<file path="src/one_shot_alarm_timer_bank_unit_defines.svh">
`ifndef ONE_SHOT_ALARM_TIMER_BANK_UNIT_DEFINES_SVH
`define ONE_SHOT_ALARM_TIMER_BANK_UNIT_DEFINES_SVH

// same-cycle implication
`define OSATB_ASSERT_NOW(label, clk, rst_n, ante, cons, msg) \
    label: assert property (@(posedge clk) disable iff (!rst_n) (ante) |-> (cons)) \
        else $error(msg);

// next-cycle implication
`define OSATB_ASSERT_NEXT(label, clk, rst_n, ante, cons, msg) \
    label: assert property (@(posedge clk) disable iff (!rst_n) (ante) |=> (cons)) \
        else $error(msg);

`endif

</file>
<file path="src/osatb_pkg.sv">
package osatb_pkg;

    localparam int NUM_TIMERS = 4;
    localparam int SEL_W      = 2;
    localparam int OP_W       = 3;
    localparam int COUNT_W    = 16;
    localparam int CFG_IDX_W  = 3;

    localparam logic [OP_W-1:0] OP_TICK   = 3'd0;
    localparam logic [OP_W-1:0] OP_START  = 3'd1;
    localparam logic [OP_W-1:0] OP_CANCEL = 3'd2;
    localparam logic [OP_W-1:0] OP_CLEAR  = 3'd3;
    localparam logic [OP_W-1:0] OP_QUERY  = 3'd4;

    localparam logic [COUNT_W-1:0] PERIOD_RESET [NUM_TIMERS] =
        '{16'd10, 16'd26, 16'd100, 16'd500};

    typedef struct packed {
        logic [OP_W-1:0]  operation;
        logic [SEL_W-1:0] timer_select;
    } cmd_t;

    typedef struct packed {
        logic                  selected_expired;
        logic [NUM_TIMERS-1:0] expired_mask;
        logic [SEL_W-1:0]      started_id;
    } rsp_t;

endpackage

</file>
<file path="src/osatb_bank.sv">
`include "one_shot_alarm_timer_bank_unit_defines.svh"

module osatb_bank (
    input  logic                             clk,
    input  logic                             rst_n,
    input  logic                             fire,
    input  osatb_pkg::cmd_t                  cmd,
    input  logic                             cfg_we,
    input  logic [osatb_pkg::CFG_IDX_W-1:0]  cfg_index,
    input  logic [osatb_pkg::COUNT_W-1:0]    cfg_data,
    output osatb_pkg::rsp_t                  rsp
);

    logic [osatb_pkg::COUNT_W-1:0] period_reg [osatb_pkg::NUM_TIMERS];
    logic [osatb_pkg::COUNT_W-1:0] period_next [osatb_pkg::NUM_TIMERS];
    logic [osatb_pkg::COUNT_W-1:0] count_reg [osatb_pkg::NUM_TIMERS];
    logic [osatb_pkg::COUNT_W-1:0] count_next [osatb_pkg::NUM_TIMERS];
    logic [osatb_pkg::COUNT_W:0]   count_inc [osatb_pkg::NUM_TIMERS];
    logic [osatb_pkg::NUM_TIMERS-1:0] armed_reg;
    logic [osatb_pkg::NUM_TIMERS-1:0] armed_next;
    logic [osatb_pkg::NUM_TIMERS-1:0] expired_reg;
    logic [osatb_pkg::NUM_TIMERS-1:0] expired_next;
    logic [osatb_pkg::SEL_W-1:0]      sel;

    assign sel = cmd.timer_select;

    always_comb
    begin
        for (int i = 0; i < osatb_pkg::NUM_TIMERS; i++)
        begin
            period_next[i] = period_reg[i];
        end
        if (cfg_we && (cfg_index < osatb_pkg::CFG_IDX_W'(osatb_pkg::NUM_TIMERS)))
        begin
            period_next[cfg_index[osatb_pkg::SEL_W-1:0]] = cfg_data;
        end
    end

    always_comb
    begin
        for (int i = 0; i < osatb_pkg::NUM_TIMERS; i++)
        begin
            count_inc[i]  = {1'b0, count_reg[i]} + 1'b1;
            count_next[i] = count_reg[i];
        end
        armed_next   = armed_reg;
        expired_next = expired_reg;
        if (fire)
        begin
            case (cmd.operation)
                osatb_pkg::OP_TICK:
                begin
                    for (int i = 0; i < osatb_pkg::NUM_TIMERS; i++)
                    begin
                        if (!armed_reg[i])
                        begin
                            count_next[i] = '0;
                        end
                        else if (count_inc[i] >= {1'b0, period_reg[i]})
                        begin
                            count_next[i]   = '0;
                            expired_next[i] = 1'b1;
                            armed_next[i]   = 1'b0;
                        end
                        else
                        begin
                            count_next[i] = count_inc[i][osatb_pkg::COUNT_W-1:0];
                        end
                    end
                end
                osatb_pkg::OP_START:
                begin
                    count_next[sel]   = '0;
                    expired_next[sel] = 1'b0;
                    armed_next[sel]   = 1'b1;
                end
                osatb_pkg::OP_CANCEL:
                begin
                    count_next[sel]   = '0;
                    expired_next[sel] = 1'b0;
                    armed_next[sel]   = 1'b0;
                end
                osatb_pkg::OP_CLEAR:
                begin
                    expired_next[sel] = 1'b0;
                end
                default:
                begin
                end
            endcase
        end
    end

    assign rsp.selected_expired = expired_next[sel];
    assign rsp.expired_mask     = expired_next;
    assign rsp.started_id       = (cmd.operation == osatb_pkg::OP_START) ? sel : '0;

    always_ff @(posedge clk or negedge rst_n)
    begin
        if (!rst_n)
        begin
            for (int i = 0; i < osatb_pkg::NUM_TIMERS; i++)
            begin
                period_reg[i] <= osatb_pkg::PERIOD_RESET[i];
                count_reg[i]  <= '0;
            end
            armed_reg   <= '0;
            expired_reg <= '0;
        end
        else
        begin
            for (int i = 0; i < osatb_pkg::NUM_TIMERS; i++)
            begin
                period_reg[i] <= period_next[i];
                count_reg[i]  <= count_next[i];
            end
            armed_reg   <= armed_next;
            expired_reg <= expired_next;
        end
    end

    `OSATB_ASSERT_NOW(a_armed_not_expired, clk, rst_n, 1'b1, (armed_reg & expired_reg) == '0, "timer armed and expired")

    `OSATB_ASSERT_NEXT(a_start_arms, clk, rst_n, fire && (cmd.operation == osatb_pkg::OP_START), armed_reg[$past(sel)] && !expired_reg[$past(sel)], "start did not arm timer")

    `OSATB_ASSERT_NEXT(a_idle_holds, clk, rst_n, !fire && !cfg_we, $stable(armed_reg) && $stable(expired_reg), "timer state moved without a beat")

    for (genvar g = 0; g < osatb_pkg::NUM_TIMERS; g++)
    begin : g_chk
        `OSATB_ASSERT_NOW(a_disarmed_zero, clk, rst_n, !armed_reg[g], count_reg[g] == '0, "disarmed timer holds a count")
    end

endmodule

</file>
<file path="src/one_shot_alarm_timer_bank_unit.sv">
// Command and response beats are registered; four timers compare and advance in parallel.
// Throughput: one command beat per cycle while the output register is not stalled.
// The input register drains whenever the output register is empty or being taken.
// Reset (rst_n, async, active low): periods return to 10, 26, 100, 500; counts, arm and
// expired flags clear; both beat registers empty.
module one_shot_alarm_timer_bank_unit (
    input  logic                             clk,
    input  logic                             rst_n,
    input  logic                             cmd_valid,
    output logic                             cmd_stall,
    input  osatb_pkg::cmd_t                  cmd,
    output logic                             rsp_valid,
    input  logic                             rsp_stall,
    output osatb_pkg::rsp_t                  rsp,
    input  logic                             cfg_we,
    input  logic [osatb_pkg::CFG_IDX_W-1:0]  cfg_index,
    input  logic [osatb_pkg::COUNT_W-1:0]    cfg_data
);

    logic            cmd_valid_reg;
    logic            cmd_valid_next;
    osatb_pkg::cmd_t cmd_reg;
    logic            rsp_valid_reg;
    logic            rsp_valid_next;
    osatb_pkg::rsp_t rsp_reg;
    osatb_pkg::rsp_t bank_rsp;
    logic            advance;
    logic            accept;

    assign advance   = cmd_valid_reg && (!rsp_valid_reg || !rsp_stall);
    assign cmd_stall = cmd_valid_reg && !advance;
    assign accept    = cmd_valid && !cmd_stall;

    assign cmd_valid_next = accept ? 1'b1 : (advance ? 1'b0 : cmd_valid_reg);
    assign rsp_valid_next = advance ? 1'b1 : (rsp_stall ? rsp_valid_reg : 1'b0);

    osatb_bank u_bank (
        .clk       (clk),
        .rst_n     (rst_n),
        .fire      (advance),
        .cmd       (cmd_reg),
        .cfg_we    (cfg_we),
        .cfg_index (cfg_index),
        .cfg_data  (cfg_data),
        .rsp       (bank_rsp)
    );

    always_ff @(posedge clk or negedge rst_n)
    begin
        if (!rst_n)
        begin
            cmd_valid_reg <= 1'b0;
            rsp_valid_reg <= 1'b0;
        end
        else
        begin
            cmd_valid_reg <= cmd_valid_next;
            rsp_valid_reg <= rsp_valid_next;
        end
    end

    always_ff @(posedge clk)
    begin
        if (accept)
        begin
            cmd_reg <= cmd;
        end
        if (advance)
        begin
            rsp_reg <= bank_rsp;
        end
    end

    assign rsp_valid = rsp_valid_reg;
    assign rsp       = rsp_reg;

endmodule
</file>
<file path="config.mk">
export PLATFORM = sky130hd
export DESIGN_NAME = one_shot_alarm_timer_bank_unit
export DESIGN_NICKNAME = d
export VERILOG_FILES = /design/src/osatb_pkg.sv /design/src/osatb_bank.sv /design/src/one_shot_alarm_timer_bank_unit.sv
export VERILOG_INCLUDE_DIRS = /design/src /design/src/src
export SDC_FILE = /design/constraint.sdc
export NUM_CORES = 1
export LEC_CHECK = 0
export BUFFER_PORTS_ARGS = -buffer_cell sky130_fd_sc_hd__buf_2
export CAP_MARGIN = 20
export CORE_AREA = 2 2 128 130
export DETAILED_ROUTE_END_ITERATION = 10
export DIE_AREA = 0 0 130 132
export PLACE_DENSITY = 0.74
export SYNTH_ARGS = -nofsm -noshare
export SYNTH_HDL_FRONTEND = slang
export SYNTH_SLANG_ARGS = --single-unit
</file>
<file path="constraint.sdc">
create_clock -name clk -period 3.45 [get_ports clk]
set_clock_uncertainty 0.15 [all_clocks]
set_input_delay 0.1725 -clock clk [delete_from_list [all_inputs] [get_ports clk]]
set_output_delay 0.1725 -clock clk [all_outputs]
set_load 0.01 [all_outputs]
</file>
Yosys cells after proc, flatten, opt, wreduce, memory -nomap -nowiden
Index checks and enable logic that the tools add are counted.
{"block": "totals", "reg_bits": 150, "out_inout_bits": 9, "wordCells": 105}
{"block": "classes", "add_sub_neg": 4, "n_lt_le_gt_ge": 11, "eq_ne": 4, "mux": 41, "bitwise_logic": 8, "n_reduce_logical": 20}
{"op": "2-to-1 mux 16 bit", "count": 10}
{"op": "one-hot mux 64 bit (2 select lines)", "count": 1}
{"op": "adder 16 x 1 -> 17 bit (second input constant)", "count": 4}
{"op": ">= comparator 17 x 16 -> 1 bit", "count": 4}
{"op": "AND 64 bit", "count": 1}
{"op": "bitwise mux 64 bit", "count": 1}
{"op": "demux 16 bit (select 2 bit)", "count": 2}
{"op": "inverter 64 bit", "count": 1}
{"op": "2-to-1 mux 1 bit", "count": 22}
{"op": "one-hot mux 4 bit (3 select lines)", "count": 1}
{"op": "AND 4 bit", "count": 2}
{"op": "one-hot mux 4 bit (2 select lines)", "count": 1}
{"op": "logical AND 1 bit", "count": 7}
{"op": "equality test 3 x 2 -> 1 bit (second input constant)", "count": 2}
{"op": ">= comparator 3 bit (second input constant)", "count": 2}
{"op": "< comparator 3 x 1 -> 1 bit (second input constant)", "count": 2}
{"op": "inverter 2 -> 3 bit", "count": 2}
{"op": "zero test 1 bit", "count": 4}
{"op": "2-to-1 mux 4 bit", "count": 1}
{"op": "inverter 4 bit", "count": 1}
{"op": "OR 4 bit", "count": 1}
{"op": "AND reduction 2 bit", "count": 2}
{"op": "nonzero test 2 bit", "count": 2}
{"op": "equality test 3 x 1 -> 1 bit (second input constant)", "count": 1}
{"op": "11 further kinds", "count": 11}

Logic depth before layout (Yosys ltp)
{"block": "logic_depth", "ltp_word": 10, "depth_mapped": 16, "ltp_nobuf": 15}

Cells and area by module
Synthesis repeated with hierarchy kept, for this count alone.
{"block": "hier_totals", "cells_unflattened": 879, "area_unflattened_um2": 8670.8}
{"mod": "osatb_bank", "n_inst": 1, "cells_each": 859, "area_per_inst_um2": 8217.9, "seq_area_each_um2": 3420.8}
{"mod": "one_shot_alarm_timer_bank_unit", "n_inst": 1, "cells_each": 20, "area_per_inst_um2": 452.9, "seq_area_each_um2": 410.4}

Worst setup path before layout
OpenSTA, ideal clock, no wires.
{"block": "synth_timing", "path_type": "register to register", "startpoint": "register u_bank.count_reg[48] in the netlist's numbering", "endpoint": "register u_bank.count_reg[58] in the netlist's numbering", "arrival_time_ns": 3.225, "slack_ns": 0.001, "stages_incl_launch_ff": 17, "path_cell_list": "dfrtp_1 -> ha_1 -> and3_4 -> nand3_2 -> nor2_1 -> nand3_1 -> nor2_1 -> xor2_1 -> ha_1 -> nand3_1 -> nor2_1 -> o21a_1 -> o31a_1 -> or3_1 -> buf_2 -> or3_1 -> o21ai_2"}
{"block": "synth_between", "elab_chain_cells": 5}
{"item": "start: declaration", "line_no": "osatb_bank.sv:16", "source": "logic [osatb_pkg::COUNT_W-1:0] count_reg [osatb_pkg::NUM_TIMERS];"}
{"item": "start signal: indexed assignment", "line_no": "osatb_bank.sv:115", "source": "count_reg[i] <= count_next[i];"}
{"item": "adder 16 x 1 -> 17 bit (*)", "line_no": "osatb_bank.sv:43", "source": "count_inc[i] = {1'b0, count_reg[i]} + 1'b1;"}
{"item": ">= comparator 17 x 16 -> 1 bit", "line_no": "osatb_bank.sv:59", "source": "else if (count_inc[i] >= {1'b0, period_reg[i]})"}
{"item": "2-to-1 mux 16 bit (*)", "line_no": "osatb_bank.sv:59"}
{"item": "2-to-1 mux 16 bit (*)", "line_no": "osatb_bank.sv:55", "source": "if (!armed_reg[i])"}
{"item": "one-hot mux 64 bit (2 select lines) (*)", "line_no": "osatb_bank.sv:50", "source": "case (cmd.operation)"}
Every way passes the cells marked *; elsewhere a longest branch is shown, timed or not.
A chain may end at the register's enable or synchronous reset.

Worst setup path after layout
Ends and elaborated chain as after synthesis.

==> metrics.md <==
| Metric | Value |
|---|---|
| RSZ-0062 raised after global routing | `true` |
| Post-layout minimum cycle time | `3.42 ns` |
| Max Clock Freq | `approximately 290 MHz` |
| Fill cells | `~1200` |
| TritonCTS clock tree | `done` |
| Multi-input gate area | `~4600 sq um` |
| Reg area | `between 3000 and 4000 sq um` |
| Crit start category | `flop` |
| Max-slew violations | `0` |
| First-pass GRT wire length | `33.0 mm` |
| TritonRoute pass-1 iters | `5` |
| Clk_lat worst skew | `0.42 ns` |
| Status | `complete, no violations` |
| Total track usage | `0.244` |
| Area contributors post-synth | `dfrtp_1 36%, ha_1 10%, nand2_1 6.0%` |
| Post-Synthesis Mean Instance Area | `roughly 9.7 sq um` |
| Async SR Flop Fraction | `0.920` |
| GRT overflow | `0` |
| Root Buffer | `clkbuf_16` |
| Post-route ant nets | `0` |
| H-tree lvl count | `4` |
| Core Footprint | `between 15000 and 20000 sq um` |
| Ys Warns | `0` |
| Area Overhead vs Synth | `22.8%` |
| Via density | `approximately 5.5` |
| Syn Std Cell Area | `between 8000 and 9000 sq um` |
| Final wirelength | `20.0 mm` |
| Area leader, netlist | `dfrtp_1` |
| Critical path fanouts, max | `8` |
| Vias in the first global route | `roughly 6700` |
| Count of final hold-check violations | `0` |
| # DRC | `0` |
| Worst Setup End Kind | `flop` |
| FF-to-FF setup slack | `approximately 0.033 ns` |
| Num ports | `38` |
| Worst-margin pin slew | `slightly below 1 ns` |
| Post-Syn Instances | `about 900` |
| Tot Pwr | `between 0.004 and 0.005 W` |
| Tcrit/Tclk final | `0.990` |
| Clk slew on worst S/H paths | `about 0.060 ns` |
| Initial DRC count | `451` |
| Nets | `1093` |
| Starting Density | `0.542` |
| Via count | `6763` |
| Max clock buf depth | `2` |
| Rel. slew slack | `0.356` |
| Die width | `130 um` |
| Setup CP Type | `flop to flop` |
| Layout cell share with drive strength beyond 1 | `0.221` |
| Final setup viols | `0` |
| Pwr per Cell Area | `between 400 and 500 nW/um^2` |
| Gpl congestion | `0.864` |
| Final Cell Area | `between 10000 and 15000 sq um` |
| Cts bufs inserted | `17` |
| IO buf count | `37` |
| Critical Path RT | `approximately 3.7 ns` |
| Peak supply drop | `between 0.0003 and 0.0004 V` |
| Yosys top cell area share | `0.365` |
| Max_cap viols | `0` |
| Crit path DAT | `3.62 ns` |
| P_leak | `around 5 nW` |
| CTS Sinks | `150` |
| HP Class | `input pin to flop` |
| Die Y | `roughly 130 um` |
| Post-synth EDFFs | `12` |
| Rows | `46` |
| Syn_nets | `between 900 and 1000` |
| Routed length per instance | `around 16 um` |
| Largest net degree at the start of global routing | `between 80 and 90` |
| Post-DP Area | `between 9000 and 10000 sq um` |
| Seq/Total Area, Yosys | `0.450` |
| Cell variety after synth | `65` |
| Initial antenna violation count | `0` |
| FF+latch count, synth | `150` |
| Dpl hpwl | `13.5 mm` |
| Predominant post-synthesis flop cell | `dfrtp_1` |
| Die Area | `between 15000 and 20000 sq um` |
-- per-layer routing --
metal  up-vias  GRT usage  routed length, um
li1       3295          -                  -
met1      3282      0.342               9190
met2       149      0.379               9620
met3        37     0.0450                700
met4         0     0.0920                472
met5         -          0                  0
-- repair_timing --
| item | CTS | global route |
|---|---|---|
| hold buffers | 25 | 0 |
| buffers inserted | 0 | 17 |
| resized for setup | 5 | 44 |
| endpoints found under the setup margin | 7 | 48 |
| hold endpoints to repair | 147 | 0 |
| pin swaps | 0 | 25 |
-- worst max-delay path: stages (launching register included) --
cell and delay, ns:
dfrtp_1 0.41, ha_2 0.21, and3_4 0.20, nand3_4 0.09
buf_4 0.16, xnor2_1 0.27, ha_1 0.31, a21oi_1 0.14
o21ai_0 0.10, o21a_1 0.17, o31a_1 0.29, or3_4 0.44
or3_4 0.34, o21ai_2 0.05
-- placed cells by master (no fill, tap or decap), types with 13 or more instances in the layout --
cell           instances
nand3_1               27
ha_1                  66
inv_1                 73
clkbuf_16             17
nand2_1              134
and3_1                21
dfrtp_1              122
nand4_1               23
dfstp_2               14
xor2_1                23
mux2_2                20
nand2b_1              20
buf_4                 61
a21oi_1               30
a22o_1                20
nor2_1                18
xnor2_1               24
buf_2                 36
o21ai_0               67
a21o_1                13
dlygate4sd3_1         25
-- synth_stat cells (3+ instances only) --
cell type	count
a211oi_1	3
a21boi_0	3
a21o_1	13
a21oi_1	31
a22o_1	20
a31oi_1	3
and2_1	5
and3_1	21
and4_1	5
buf_2	6
clkbuf_1	18
dfrtp_1	124
dfstp_2	14
edfxtp_1	12
ha_1	68
inv_1	73
mux2_2	20
mux2i_1	7
nand2_1	135
nand2b_1	21
nand3_1	30
nand4_1	23
nor2_1	27
nor2b_1	4
nor3_1	8
nor4_1	3
o21a_1	3
o21ai_0	68
o21ai_1	4
o21bai_1	3
o31a_1	3
or2_2	3
xnor2_1	28
xor2_1	28
-- metrics by stage --
step,hold WS [ns],TNS [ns],utilization,instances,worst slack [ns]
after global routing,0.194,-0.569,0.665,1223,-0.0982
after global placement,0.150,0,0.590,1151,0.0565
after floorplan,-0.273,0,-,877,0.000671
after detailed placement,0.155,-0.134,0.590,1151,-0.0699
final,0.175,0,0.665,1224,0.0334
after CTS,0.165,0,0.644,1206,0.00521
-- where the power goes --
group	internal (W)	switching (W)
sequential	0.00202	0.000125
clock	0.00108	0.000742
combinational	0.000382	0.000491
total	0.00348	0.00136
-- cells by family after synthesis --
family | Yosys count | synth area share
adders and majority gates | 68 | 0.100
muxes | 27 | 0.0347
buffers and inverters | 98 | 0.0450
xor gates and xnor gates | 56 | 0.0576
and+or+nand+nor | 300 | 0.176
AOI/OAI and AO/OA | 178 | 0.137
DFF | 150 | 0.450
-- final timing paths --
path,start,to,cells past startpoint
hold / removal,cfg_index[1],u_bank.period_reg[35],5
hold reg to reg,u_bank.period_reg[15],u_bank.period_reg[15],1
setup reg to reg,u_bank.count_reg[48],u_bank.count_reg[58],13
setup / recovery,u_bank.count_reg[48],u_bank.count_reg[58],13
max in group asynchronous,rst_n,u_bank.period_reg[35],3
min in group asynchronous,rst_n,u_bank.count_reg[31],2
-- area by class of cell --
cell class	instances	area share
multi-input combinational	629	0.436
sequential	150	0.367
timing repair buffer	125	0.0899
clock buffer	19	0.0424
inverter	73	0.0262
tap	216	0.0259
clock inverter	11	0.0123
antenna	1	0.000239
Note: power is estimated with default switching activity, not from simulation.
